File: src/rtl/bcfc_pkg.sv
package bcfc_pkg;

	localparam int COORD_W  = 32;              // Q16.16 corner coordinate and matrix element
	localparam int CFG_W    = 64;              // one configuration register, two elements
	localparam int MAT_REGS = 8;               // two registers per matrix row
	localparam int IDX_W    = $clog2(MAT_REGS);
	localparam int AXES     = 3;               // x, y, z clip coordinates
	localparam int ROWS     = 4;               // x, y, z and w rows
	localparam int TERMS    = 4;               // three products plus the translation term
	localparam int W_ROW    = 3;
	localparam int FRAC_W   = 16;              // fraction bits of Q16.16
	localparam int PROD_W   = 2 * COORD_W;     // Q32.32 product
	localparam int DOT_W    = PROD_W + 2;      // sum of four Q32.32 terms
	localparam int CMP_W    = DOT_W + 1;       // room for |w| and -|w|

	typedef logic [MAT_REGS-1:0][CFG_W-1:0] mat_t;

	// Clip-space row sums for one corner.
	typedef struct packed {
		logic [AXES-1:0][DOT_W-1:0] clip;
		logic [DOT_W-1:0]           w;
		logic                       last;
	} bcfc_dot_t;

	// Outcode flags for one corner.
	typedef struct packed {
		logic            all_in;   // inside on all three axes
		logic [AXES-1:0] below;
		logic [AXES-1:0] above;
		logic            last;
	} bcfc_flag_t;

	// Matrix element at row r, column c: even column in the low word.
	function automatic logic signed [COORD_W-1:0] mat_elem(input mat_t mat, input logic [1:0] r,
			input logic [1:0] c);
		logic [CFG_W-1:0] word;
		word = mat[{r, c[1]}];
		return c[0] ? $signed(word[CFG_W-1:COORD_W]) : $signed(word[COORD_W-1:0]);
	endfunction

endpackage

File: src/rtl/bcfc_accum.sv
module bcfc_accum import bcfc_pkg::*; #(
	parameter int BOX_CORNERS = 8
) (
	input  logic       clk,
	input  logic       arst_n,
	input  logic       flag_valid,
	output logic       flag_ready,
	input  bcfc_flag_t flag,
	output logic       out_valid,
	input  logic       out_ready,
	output logic       visible
);

	localparam int SEEN_W = $clog2(BOX_CORNERS + 1);
	localparam logic [SEEN_W-1:0] SEEN_FULL = SEEN_W'(BOX_CORNERS);

	logic [SEEN_W-1:0] seen_q, seen_d;
	logic              inside_q, inside_d;
	logic [AXES-1:0]   below_q, below_d, above_q, above_d;
	logic              out_valid_q, visible_q;
	logic              adv;

	// only a last corner needs room in the output register
	assign flag_ready = !flag.last || !out_valid_q || out_ready;
	assign adv        = flag_valid && flag_ready;

	always_comb begin
		inside_d = inside_q || flag.all_in;
		seen_d   = seen_q;
		below_d  = below_q;
		above_d  = above_q;
		if (seen_q < SEEN_FULL) begin
			below_d = below_q & flag.below;
			above_d = above_q & flag.above;
			seen_d  = seen_q + 1'b1;
		end
	end

	always_ff @(posedge clk or negedge arst_n) begin
		if (!arst_n) begin
			seen_q      <= '0;
			inside_q    <= 1'b0;
			below_q     <= '1;
			above_q     <= '1;
			out_valid_q <= 1'b0;
		end else begin
			if (adv) begin
				if (flag.last) begin
					seen_q   <= '0;
					inside_q <= 1'b0;
					below_q  <= '1;
					above_q  <= '1;
				end else begin
					seen_q   <= seen_d;
					inside_q <= inside_d;
					below_q  <= below_d;
					above_q  <= above_d;
				end
			end
			if (adv && flag.last) begin
				out_valid_q <= 1'b1;
			end else if (out_ready) begin
				out_valid_q <= 1'b0;
			end
		end
	end

	always_ff @(posedge clk) begin
		if (adv && flag.last) begin
			visible_q <= !(!inside_d && seen_d >= SEEN_FULL && ((below_d | above_d) != '0));
		end
	end

	assign out_valid = out_valid_q;
	assign visible   = visible_q;

	a_seen_bound: assert property (@(posedge clk) disable iff (!arst_n)
		seen_q <= SEEN_FULL)
		else $error("corner count ran past the box size");

	a_fresh_box: assert property (@(posedge clk) disable iff (!arst_n)
		(seen_q == '0) |-> (below_q == '1 && above_q == '1 && !inside_q))
		else $error("box state not clear before the first corner");

	a_last_closes: assert property (@(posedge clk) disable iff (!arst_n)
		(adv && flag.last) |=> (seen_q == '0 && out_valid_q))
		else $error("last corner did not close the box");

endmodule

File: config.mk
export PLATFORM = sky130hd
export DESIGN_NAME = bcfc_accum
export DESIGN_NICKNAME = d
export VERILOG_FILES = /design/src/rtl/bcfc_pkg.sv /design/src/rtl/bcfc_accum.sv
export SDC_FILE = /design/constraint.sdc
export NUM_CORES = 1
export LEC_CHECK = 0
export BUFFER_PORTS_ARGS = -buffer_cell sky130_fd_sc_hd__buf_2
export CELL_PAD_IN_SITES_DETAIL_PLACEMENT = 0
export CELL_PAD_IN_SITES_GLOBAL_PLACEMENT = 1
export CORE_ASPECT_RATIO = 1.2
export CORE_UTILIZATION = 38
export CTS_CLUSTER_DIAMETER = 60
export DETAILED_ROUTE_END_ITERATION = 8
export PLACE_DENSITY_LB_ADDON = 0.2
export SLEW_MARGIN = 30
export SYNTH_ARGS = -nofsm -noshare
export SYNTH_HDL_FRONTEND = slang
export SYNTH_SLANG_ARGS = --single-unit
File: constraint.sdc
create_clock -name clk -period 1.45 [get_ports clk]
set_input_delay 0.29 -clock clk [delete_from_list [all_inputs] [get_ports clk]]
set_output_delay 0.29 -clock clk [all_outputs]
set_load 0.03 [all_outputs]
==> out/qor.csv <==
metric,value,unit
Post-Syn Area,655.6,sq um
"Data required, critical path",1.16,ns
commonest register cell after synthesis,dfstp_2,
area delta synth->final,20.23,%
final RePlAce weighted congestion,0.6633,
Finished Layout Cells,101,
All-Layer GR Usage,0.1734,
final worst clock skew,0.001675,ns
Slew Limit Fails,0,
critical-path maximum fanout,7,
row count,16,
# port buffers,14,
fmax,736.8,MHz
Placeable Area,1622,sq um
"Seq/Total Area, Yosys",0.5153,
via count,570,
Critical Path Sink Type,output port,
minimum clock period,1.357,ns
pwr/cell area,1066,nW/um^2
Hold Crit Class,in -> reg,
kind of critical path,reg -> out,
final setup vio count,0,
layout cells sized above 1,0.3133,
largest net degree at the start of global routing,17,
Starting Density,0.4043,
Total Nets Final,97,
dpl cells,95,
DR vias/cell,5.644,
total grt overflow,0,
CP Launch Type,flip-flop,
"EDFF count, synth",1,
Clock Latency Late Sink,0.27,ns
clk root buf,clkbuf_4,
CP Data Arrival Time,1.07,ns
Detailed Route WL,1.385,mm
Ys Warns,0,
antenna violations before repair,0,
max-capacitance violation count,0,
vias in the first global route,530,
"FF+latch count, synth",13,
1st-iter DRT viols,7,
Setup TNS,0,ns
CTS Buf Count,3,
DR WL/cell,13.71,um
CTS Sinks,13,
remaining antenna violation count after routing,0,
worst slew pin tran,0.4359,ns
Leakage,0.0003749,uW
number of diodes,0,
die height,47.50,um
Yosys cell types,27,
Top Ports,15,
fin crit share,0.9360,
ys async rst share,0.9231,
drt drc,0,
die width,39.92,um
drt pass-1 iters,4,
area of the die,1896,sq um
syn_area_per_cell,10.09,sq um
global-route wire length before repair,2.159,mm
final hold vios,0,
CTS tree,done,
Clock transition at path regs,0.08,ns
CTS H-tree depth,1,
RSZ-0062 raised after global routing,no,
peak supply drop,0.0005240,V
Slew HR,0.7094,
status,finished clean,
synthesized instance count,65,
clk buf depth,2,
synthesized net count,78,
## cell usage after synthesis, types with 2 or more instances
master | n | share of area
nor2_1 | 10 | 0.057
a21o_1 | 6 | 0.069
dfrtp_1 | 6 | 0.23
dfstp_2 | 6 | 0.24
nand3_1 | 6 | 0.046
o21ai_0 | 4 | 0.031
a21oi_1 | 2 | 0.015
a31oi_1 | 2 | 0.019
and3_1 | 2 | 0.019
buf_2 | 2 | 0.015
nand2_1 | 2 | 0.011
o2bb2ai_1 | 2 | 0.027
## worst max-delay path, stage by stage (launching register included)
cell,delay (ns)
dfrtp_1,0.39
nand3b_1,0.12
buf_6,0.13
buf_4,0.15
## per-layer routing
metal,global-route usage,wire length [um],share of wire
met1,0.2202,621,0.45
met3,0.04186,65,0.047
met4,0.1034,25,0.018
met2,0.2645,672,0.49
met5,0,0,0
## stage by stage
stage                     power (uW)  hold WS (ns)  cell area [sq um]  worst slack [ns]  utilization
after CTS                      846.0        0.1945              777.0           0.01528       0.4792
after global routing           889.7        0.1920              788.3           0.03669       0.4861
after global placement         614.5        0.1847              738.2            0.1732       0.4552
after detailed placement       615.0        0.1816              738.2            0.1610       0.4552
after floorplan                559.6     -0.005591              655.6            0.1809            -
final                          840.5        0.1944              788.3           0.09279       0.4861
## path summary, 6_finish.rpt
| kind | start | to | slack [ns] | depth (start not counted) |
|---|---|---|---|---|
| worst max-delay path | out_valid | flag_ready | 0.09 | 3 |
| worst min-delay path | out_ready | out_valid | 0.19 | 2 |
| worst max register to register | seen_q[3] | visible | 0.17 | 2 |
| worst min register to register | inside_q | inside_q | 0.51 | 2 |
| max in group asynchronous | arst_n | below_q[2] | 0.75 | 2 |
| min in group asynchronous | arst_n | seen_q[1] | 0.43 | 2 |
## cell type report
| class | instances | area [sq um] |
|---|---|---|
| tap | 18 | 22.52 |
| clock buffer | 4 | 26.28 |
| sequential | 13 | 337.8 |
| fill | 163 | 833.3 |
| multi-input combinational | 47 | 289.0 |
| timing repair buffer | 18 | 108.9 |
| inverter | 1 | 3.754 |
## where the power goes
group          leakage [uW]  switching (uW)  internal, uW
Sequential         0.000147            35.4           428
Combinational      0.000213            74.6          74.6
Clock             0.0000150             121           107
Total              0.000375             231           609
## layout by cell type (no fill, tap or decap)
cell and n:
o2bb2ai_1 2, clkbuf_1 1, o211ai_1 1, a41o_1 1
a22o_1 1, nand2_1 2, ha_1 1, and3_1 2
inv_1 1, nor3b_1 1, nor2b_1 1, and3b_1 1
dlygate4sd3_1 1, a21o_1 6, clkbuf_4 3, a31oi_1 2
dfrtp_1 6, nand3b_1 1, o21ai_0 4, a32o_1 1
buf_4 3, a21oi_1 2, dfstp_2 6, edfxtp_1 1
a221oi_1 1, buf_6 1, nor2_1 10, o41ai_1 1
nand3_1 6, buf_2 13
## logic make-up (layout without fill, tap and decap cells)
| group | Yosys count | count (layout) | synth area share |
|---|---|---|---|
| and+or+nand+nor | 24 | 24 | 0.1794 |
| AOI/OAI and AO/OA | 22 | 22 | 0.2424 |
| DFF | 13 | 13 | 0.5153 |
| buffers and inverters | 5 | 23 | 0.04388 |
| adders and majority gates | 1 | 1 | 0.01908 |
## sequential cells by signal, indices dropped and copies added (netlist names)
register,cells
seen_q,4
above_q,3
below_q,3
inside_q,1
out_valid,1
visible,1
## timing repair
| item | 4_1_cts | 5_1_grt |
|---|---|---|
| setup endpoints to repair | 1 | 1 |
| gates resized for setup | 1 | 1 |
| pin swaps | 0 | 0 |
| hold buffers | 1 | 0 |
| hold endpoints to repair | 6 | 0 |
| setup buffers | 0 | 1 |
No activity file was read; power rests on OpenSTA's default activity.
