`src/rtl/bcfc_pkg.sv`:
```
package bcfc_pkg;

	localparam int COORD_W  = 32;              // Q16.16 corner coordinate and matrix element
	localparam int CFG_W    = 64;              // one configuration register, two elements
	localparam int MAT_REGS = 8;               // two registers per matrix row
	localparam int IDX_W    = $clog2(MAT_REGS);
	localparam int AXES     = 3;               // x, y, z clip coordinates
	localparam int ROWS     = 4;               // x, y, z and w rows
	localparam int TERMS    = 4;               // three products plus the translation term
	localparam int W_ROW    = 3;
	localparam int FRAC_W   = 16;              // fraction bits of Q16.16
	localparam int PROD_W   = 2 * COORD_W;     // Q32.32 product
	localparam int DOT_W    = PROD_W + 2;      // sum of four Q32.32 terms
	localparam int CMP_W    = DOT_W + 1;       // room for |w| and -|w|

	typedef logic [MAT_REGS-1:0][CFG_W-1:0] mat_t;

	// Clip-space row sums for one corner.
	typedef struct packed {
		logic [AXES-1:0][DOT_W-1:0] clip;
		logic [DOT_W-1:0]           w;
		logic                       last;
	} bcfc_dot_t;

	// Outcode flags for one corner.
	typedef struct packed {
		logic            all_in;   // inside on all three axes
		logic [AXES-1:0] below;
		logic [AXES-1:0] above;
		logic            last;
	} bcfc_flag_t;

	// Matrix element at row r, column c: even column in the low word.
	function automatic logic signed [COORD_W-1:0] mat_elem(input mat_t mat, input logic [1:0] r,
			input logic [1:0] c);
		logic [CFG_W-1:0] word;
		word = mat[{r, c[1]}];
		return c[0] ? $signed(word[CFG_W-1:COORD_W]) : $signed(word[COORD_W-1:0]);
	endfunction

endpackage

```
`src/rtl/bcfc_classify.sv`:
```
module bcfc_classify import bcfc_pkg::*; (
	input  logic       clk,
	input  logic       arst_n,
	input  logic       dot_valid,
	output logic       dot_ready,
	input  bcfc_dot_t  dot,
	output logic       flag_valid,
	input  logic       flag_ready,
	output bcfc_flag_t flag
);

	logic                    v_s4, v_s5;
	logic                    rdy_s4, rdy_s5;
	logic signed [CMP_W-1:0] w_ext;
	logic signed [CMP_W-1:0] clip_s4 [AXES];
	logic signed [CMP_W-1:0] mag_s4, nmag_s4;
	logic                    wneg_s4, last_s4;
	logic [AXES-1:0]         in_d, lo_d, hi_d;
	bcfc_flag_t              flag_d, flag_s5;

	assign rdy_s5    = !v_s5 || flag_ready;
	assign rdy_s4    = !v_s4 || rdy_s5;
	assign dot_ready = rdy_s4;

	always_ff @(posedge clk or negedge arst_n) begin
		if (!arst_n) begin
			v_s4 <= 1'b0;
			v_s5 <= 1'b0;
		end else begin
			if (rdy_s4) v_s4 <= dot_valid;
			if (rdy_s5) v_s5 <= v_s4;
		end
	end

	assign w_ext = CMP_W'($signed(dot.w));

	// compare against |w|: the bounds are symmetric, only below/above swap for negative w
	always_comb begin
		for (int j = 0; j < AXES; j++) begin
			in_d[j] = (clip_s4[j] > nmag_s4) && (clip_s4[j] < mag_s4);
			lo_d[j] = clip_s4[j] < nmag_s4;
			hi_d[j] = clip_s4[j] > mag_s4;
		end
		flag_d.all_in = &in_d;
		flag_d.below  = wneg_s4 ? hi_d : lo_d;
		flag_d.above  = wneg_s4 ? lo_d : hi_d;
		flag_d.last   = last_s4;
	end

	always_ff @(posedge clk) begin
		if (rdy_s4) begin
			for (int j = 0; j < AXES; j++) begin
				clip_s4[j] <= CMP_W'($signed(dot.clip[j]));
			end
			wneg_s4 <= w_ext[CMP_W-1];
			mag_s4  <= w_ext[CMP_W-1] ? -w_ext : w_ext;
			nmag_s4 <= w_ext[CMP_W-1] ? w_ext : -w_ext;
			last_s4 <= dot.last;
		end
		if (rdy_s5) begin
			flag_s5 <= flag_d;
		end
	end

	assign flag_valid = v_s5;
	assign flag       = flag_s5;

	a_flags_exclusive: assert property (@(posedge clk) disable iff (!arst_n)
		v_s5 |-> ((flag_s5.below & flag_s5.above) == '0)
			&& (!flag_s5.all_in || (flag_s5.below == '0 && flag_s5.above == '0)))
		else $error("corner flagged both inside and outside, or below and above");

endmodule

```
`config.mk`:
```
export PLATFORM = sky130hd
export DESIGN_NAME = bcfc_classify
export DESIGN_NICKNAME = d
export VERILOG_FILES = /design/src/rtl/bcfc_pkg.sv /design/src/rtl/bcfc_classify.sv
export SDC_FILE = /design/constraint.sdc
export NUM_CORES = 1
export LEC_CHECK = 0
export BUFFER_PORTS_ARGS = -buffer_cell sky130_fd_sc_hd__buf_4
export CORE_MARGIN = 4
export CORE_UTILIZATION = 52
export CTS_CLUSTER_SIZE = 10
export DETAILED_ROUTE_END_ITERATION = 10
export GPL_TIMING_DRIVEN = 1
export PLACE_DENSITY_LB_ADDON = 0.05
export SLEW_MARGIN = 30
export SYNTH_ARGS = -nofsm -noshare
export SYNTH_HDL_FRONTEND = slang
export SYNTH_SLANG_ARGS = --single-unit
```
`constraint.sdc`:
```
create_clock -name clk -period 34 [get_ports clk]
set_input_delay 6.8 -clock clk [delete_from_list [all_inputs] [get_ports clk]]
set_output_delay 6.8 -clock clk [all_outputs]
set_load 0.005 [all_outputs]
```
==> reports/results.ini <==
[pwr]
p_leak_nw = 11.6
power_density_nw_per_um2 = 47.4
p_sw_uw = 360
pwr-share-clk = 0.332
swShare = 0.290
internal_power_uw = 880
ir_worst_vdd_mv = 0.0361
power_frac_seq = 0.437
combPwrFrac = 0.231

[setup_path]
max_stage_delay_ns = 0.45
crit_type = primary input to output port
worstRegToRegCells = 10
crit_fanout = 33
ff2ff_setup_slack_ns = 30.23
crit_path_top_delay_cell = buf_4
startpoint_type = primary input
cp.required_ns = 27.20
cp.arrival_ns = 7.69
crit_path_frequent_cell = buf_4
path_cells = buf_4 > nand3b_1 > buf_4 > buf_4
cp-end-kind = output port

[status]
status = finished clean

[layout]
seqCellArea_um2 = 10300
final_core_util = 0.622
instances_no_fill = 2821
drive_above_1_share = 0.158
multi_input_area_um2 = 11200
area_growth_pct = 18.2
final_area_um2 = 26100
fill_cells = 3438
nets = 2930

[clock_network]
numCtsBuffers = 42
post_cts_resized = 0
clock_sinks = 343
postCtsSetupBuffers = 0
cts_tree = yes
clk_latency_ns = 0.58
hold_buffers = 0
htreeDepth = 2
cts_buffer_depth = 3
root_buffer = clkbuf_16
clk_pin_slew_ns = 0.06

[placed_design]
placedCellCount = 2756
port_buffers = 278
dpl-instance-area_um2 = 24900
place_congestion = 0.919
place_hpwl_mm = 50.4

[detailed_routing]
vias = 16500
wl_per_cell_um = 22.1
firstDrtPassIters = 5
vias_per_cell = 5.85
drtIter0Drc = 1362
wirelength_mm = 62.5
drc = 0
drtAntennaViolNets = 0

[yosys]
synth_async_sr_flop_share = 0.00583
ys_ff_latch = 343
synth_flop_cell = edfxtp_1
syn_nets = 2617
synth_cell_types = 69
avgSynthCellArea_um2 = 11.4
synth_edf_count = 341
syn-cell-area_um2 = 22100
yosysSeqAreaShare = 0.465
yosysWarnings = 0
netlist_instances = 1948

[timing]
clock_skew_ns = 0.0139
tightest_slew_ns = 1.00
setup_viol = 0
final-hold-violation-count = 0
fin_hold_ws_ns = 0.425
min_period_ns = 14.49
period_share = 0.426
max_freq_mhz = 69.0
relSlewSlack = 0.326
maxSlewViolCount = 0
tns_ns = 0
rsz0062_at_grt = no

[global_route]
grt_pass1_wl_mm = 95.2
grt_overflow = 0
grt_max_degree = 155
grt_usage = 0.268
antenna_found_initial = 3
first_global_vias = 16600

[floorplan]
die-area_um2 = 45900
coreArea_um2 = 42000
start_util = 0.526
num_io_pins = 279
die_width_um = 214
die_y_um = 214
num_rows = 75

[worst_hold_path]
hold_path_class = flop to flop
hold_depth = 0

[flow_run]
cap_viol_max_count = 0

power by group through the flow:
stage,registers [mW],logic [mW],clock network (mW)
after floorplan,0.550,0.180,0
after global placement,0.549,0.269,0
after detailed placement,0.549,0.282,0
after CTS,0.541,0.284,0.420
after global routing,0.545,0.325,0.440
final,0.542,0.287,0.411
cells in the mapped netlist, types with 4 or more instances:
cell type / number / area share
a211oi_1: 8 / 0.0027
a21o_1: 53 / 0.018
a21oi_1: 166 / 0.038
a221oi_1: 10 / 0.0040
a41oi_1: 4 / 0.0016
and4_1: 13 / 0.0051
buf_1: 4 / 0.00068
clkbuf_1: 13 / 0.0022
edfxtp_1: 341 / 0.46
ha_1: 400 / 0.23
inv_1: 151 / 0.026
nand2_1: 141 / 0.024
nand2b_1: 30 / 0.0085
nand3_1: 43 / 0.0097
nand4_1: 81 / 0.023
nor2_1: 91 / 0.015
nor2b_1: 9 / 0.0025
nor3_1: 41 / 0.0093
nor4_1: 26 / 0.0074
o211ai_1: 6 / 0.0020
o21a_1: 12 / 0.0041
o21ai_0: 71 / 0.016
o31ai_1: 7 / 0.0024
or2_2: 4 / 0.0011
or3_1: 21 / 0.0059
or4_1: 5 / 0.0017
xnor2_1: 80 / 0.032
xor2_1: 48 / 0.019
registers in the layout, summed over array words and instances (netlist names):
signal	cells
flag_valid	1
clip_s4	198
flag	8
mag_s4	66
last_s4	1
v_s4	1
nmag_s4	67
wneg_s4	1
worst max-delay path, delay by kind of cell:
kind                   cells  cell delay (ns)
AND/OR/NAND/NOR            1             0.11
buffers and inverters      3             0.74
metrics by stage:
step	total power, mW	worst slack (ns)
floorplan	0.731	12.82
global placement	0.819	19.50
detailed placement	0.831	19.49
CTS	1.25	19.49
global route	1.31	19.46
finish	1.24	19.51
routing by layer:
| metal | vias up | track usage | part of all wire |
|---|---|---|---|
| met2 | 566 | 0.419 | 0.45 |
| met3 | 99 | 0.0451 | 0.067 |
| met1 | 7861 | 0.387 | 0.46 |
| li1 | 7979 | - | - |
| met5 | - | 0 | 0.00038 |
| met4 | 4 | 0.0776 | 0.029 |
logic make-up after synthesis:
family                   after synthesis  synth area share
AO/OA/AOI/OAI                        371             0.101
XOR/XNOR                             128            0.0507
adder cells (fa/ha/maj)              400             0.226
buffers and inverters                168            0.0285
flip-flops                           343             0.465
multiplexers                           4           0.00198
other                                  1          0.000170
AND/OR/NAND/NOR                      533             0.126
final cells by class:
type	instances	area share
diodes	1	0.0000958
clock buffers	55	0.0425
clock inverters	9	0.00421
inverters	151	0.0217
multi-input cells	1437	0.429
flip-flops and latches	343	0.394
well taps	539	0.0258
repair buffers	286	0.0829
final timing paths:
kind / from / end
max: flag_ready / dot_ready
min: last_s4$_DFFE_PP_ / flag[0]$_DFFE_PP_
max reg2reg: mag_s4[22]$_DFFE_PP_ / flag[7]$_DFFE_PP_
min reg2reg: last_s4$_DFFE_PP_ / flag[0]$_DFFE_PP_
max in group asynchronous: arst_n / v_s4$_DFFE_PN0P_
min in group asynchronous: arst_n / flag_valid$_DFFE_PN0P_
layout by cell type, fill, tap and decap left out, drive strengths merged, types with 3 or more instances in the layout:
cell,n
and3,3
a22oi,3
nor3,44
nand2,142
inv,153
ha,400
or3,22
buf,286
nor2b,9
nor4bb,3
o211ai,6
a211oi,8
nand3b,3
a21oi,166
or2,4
o21a,12
clkbuf,55
mux2,3
a31oi,3
a41oi,4
a221oi,10
a221o,3
nand3,43
xor2,48
or4,8
nand4,81
o21ai,71
nand2b,30
nor4,27
xnor2,80
a21o,53
and4,13
nor2,92
a21boi,3
clkinv,5
o31ai,8
edfxtp,341
No activity file was read; power rests on OpenSTA's default activity.
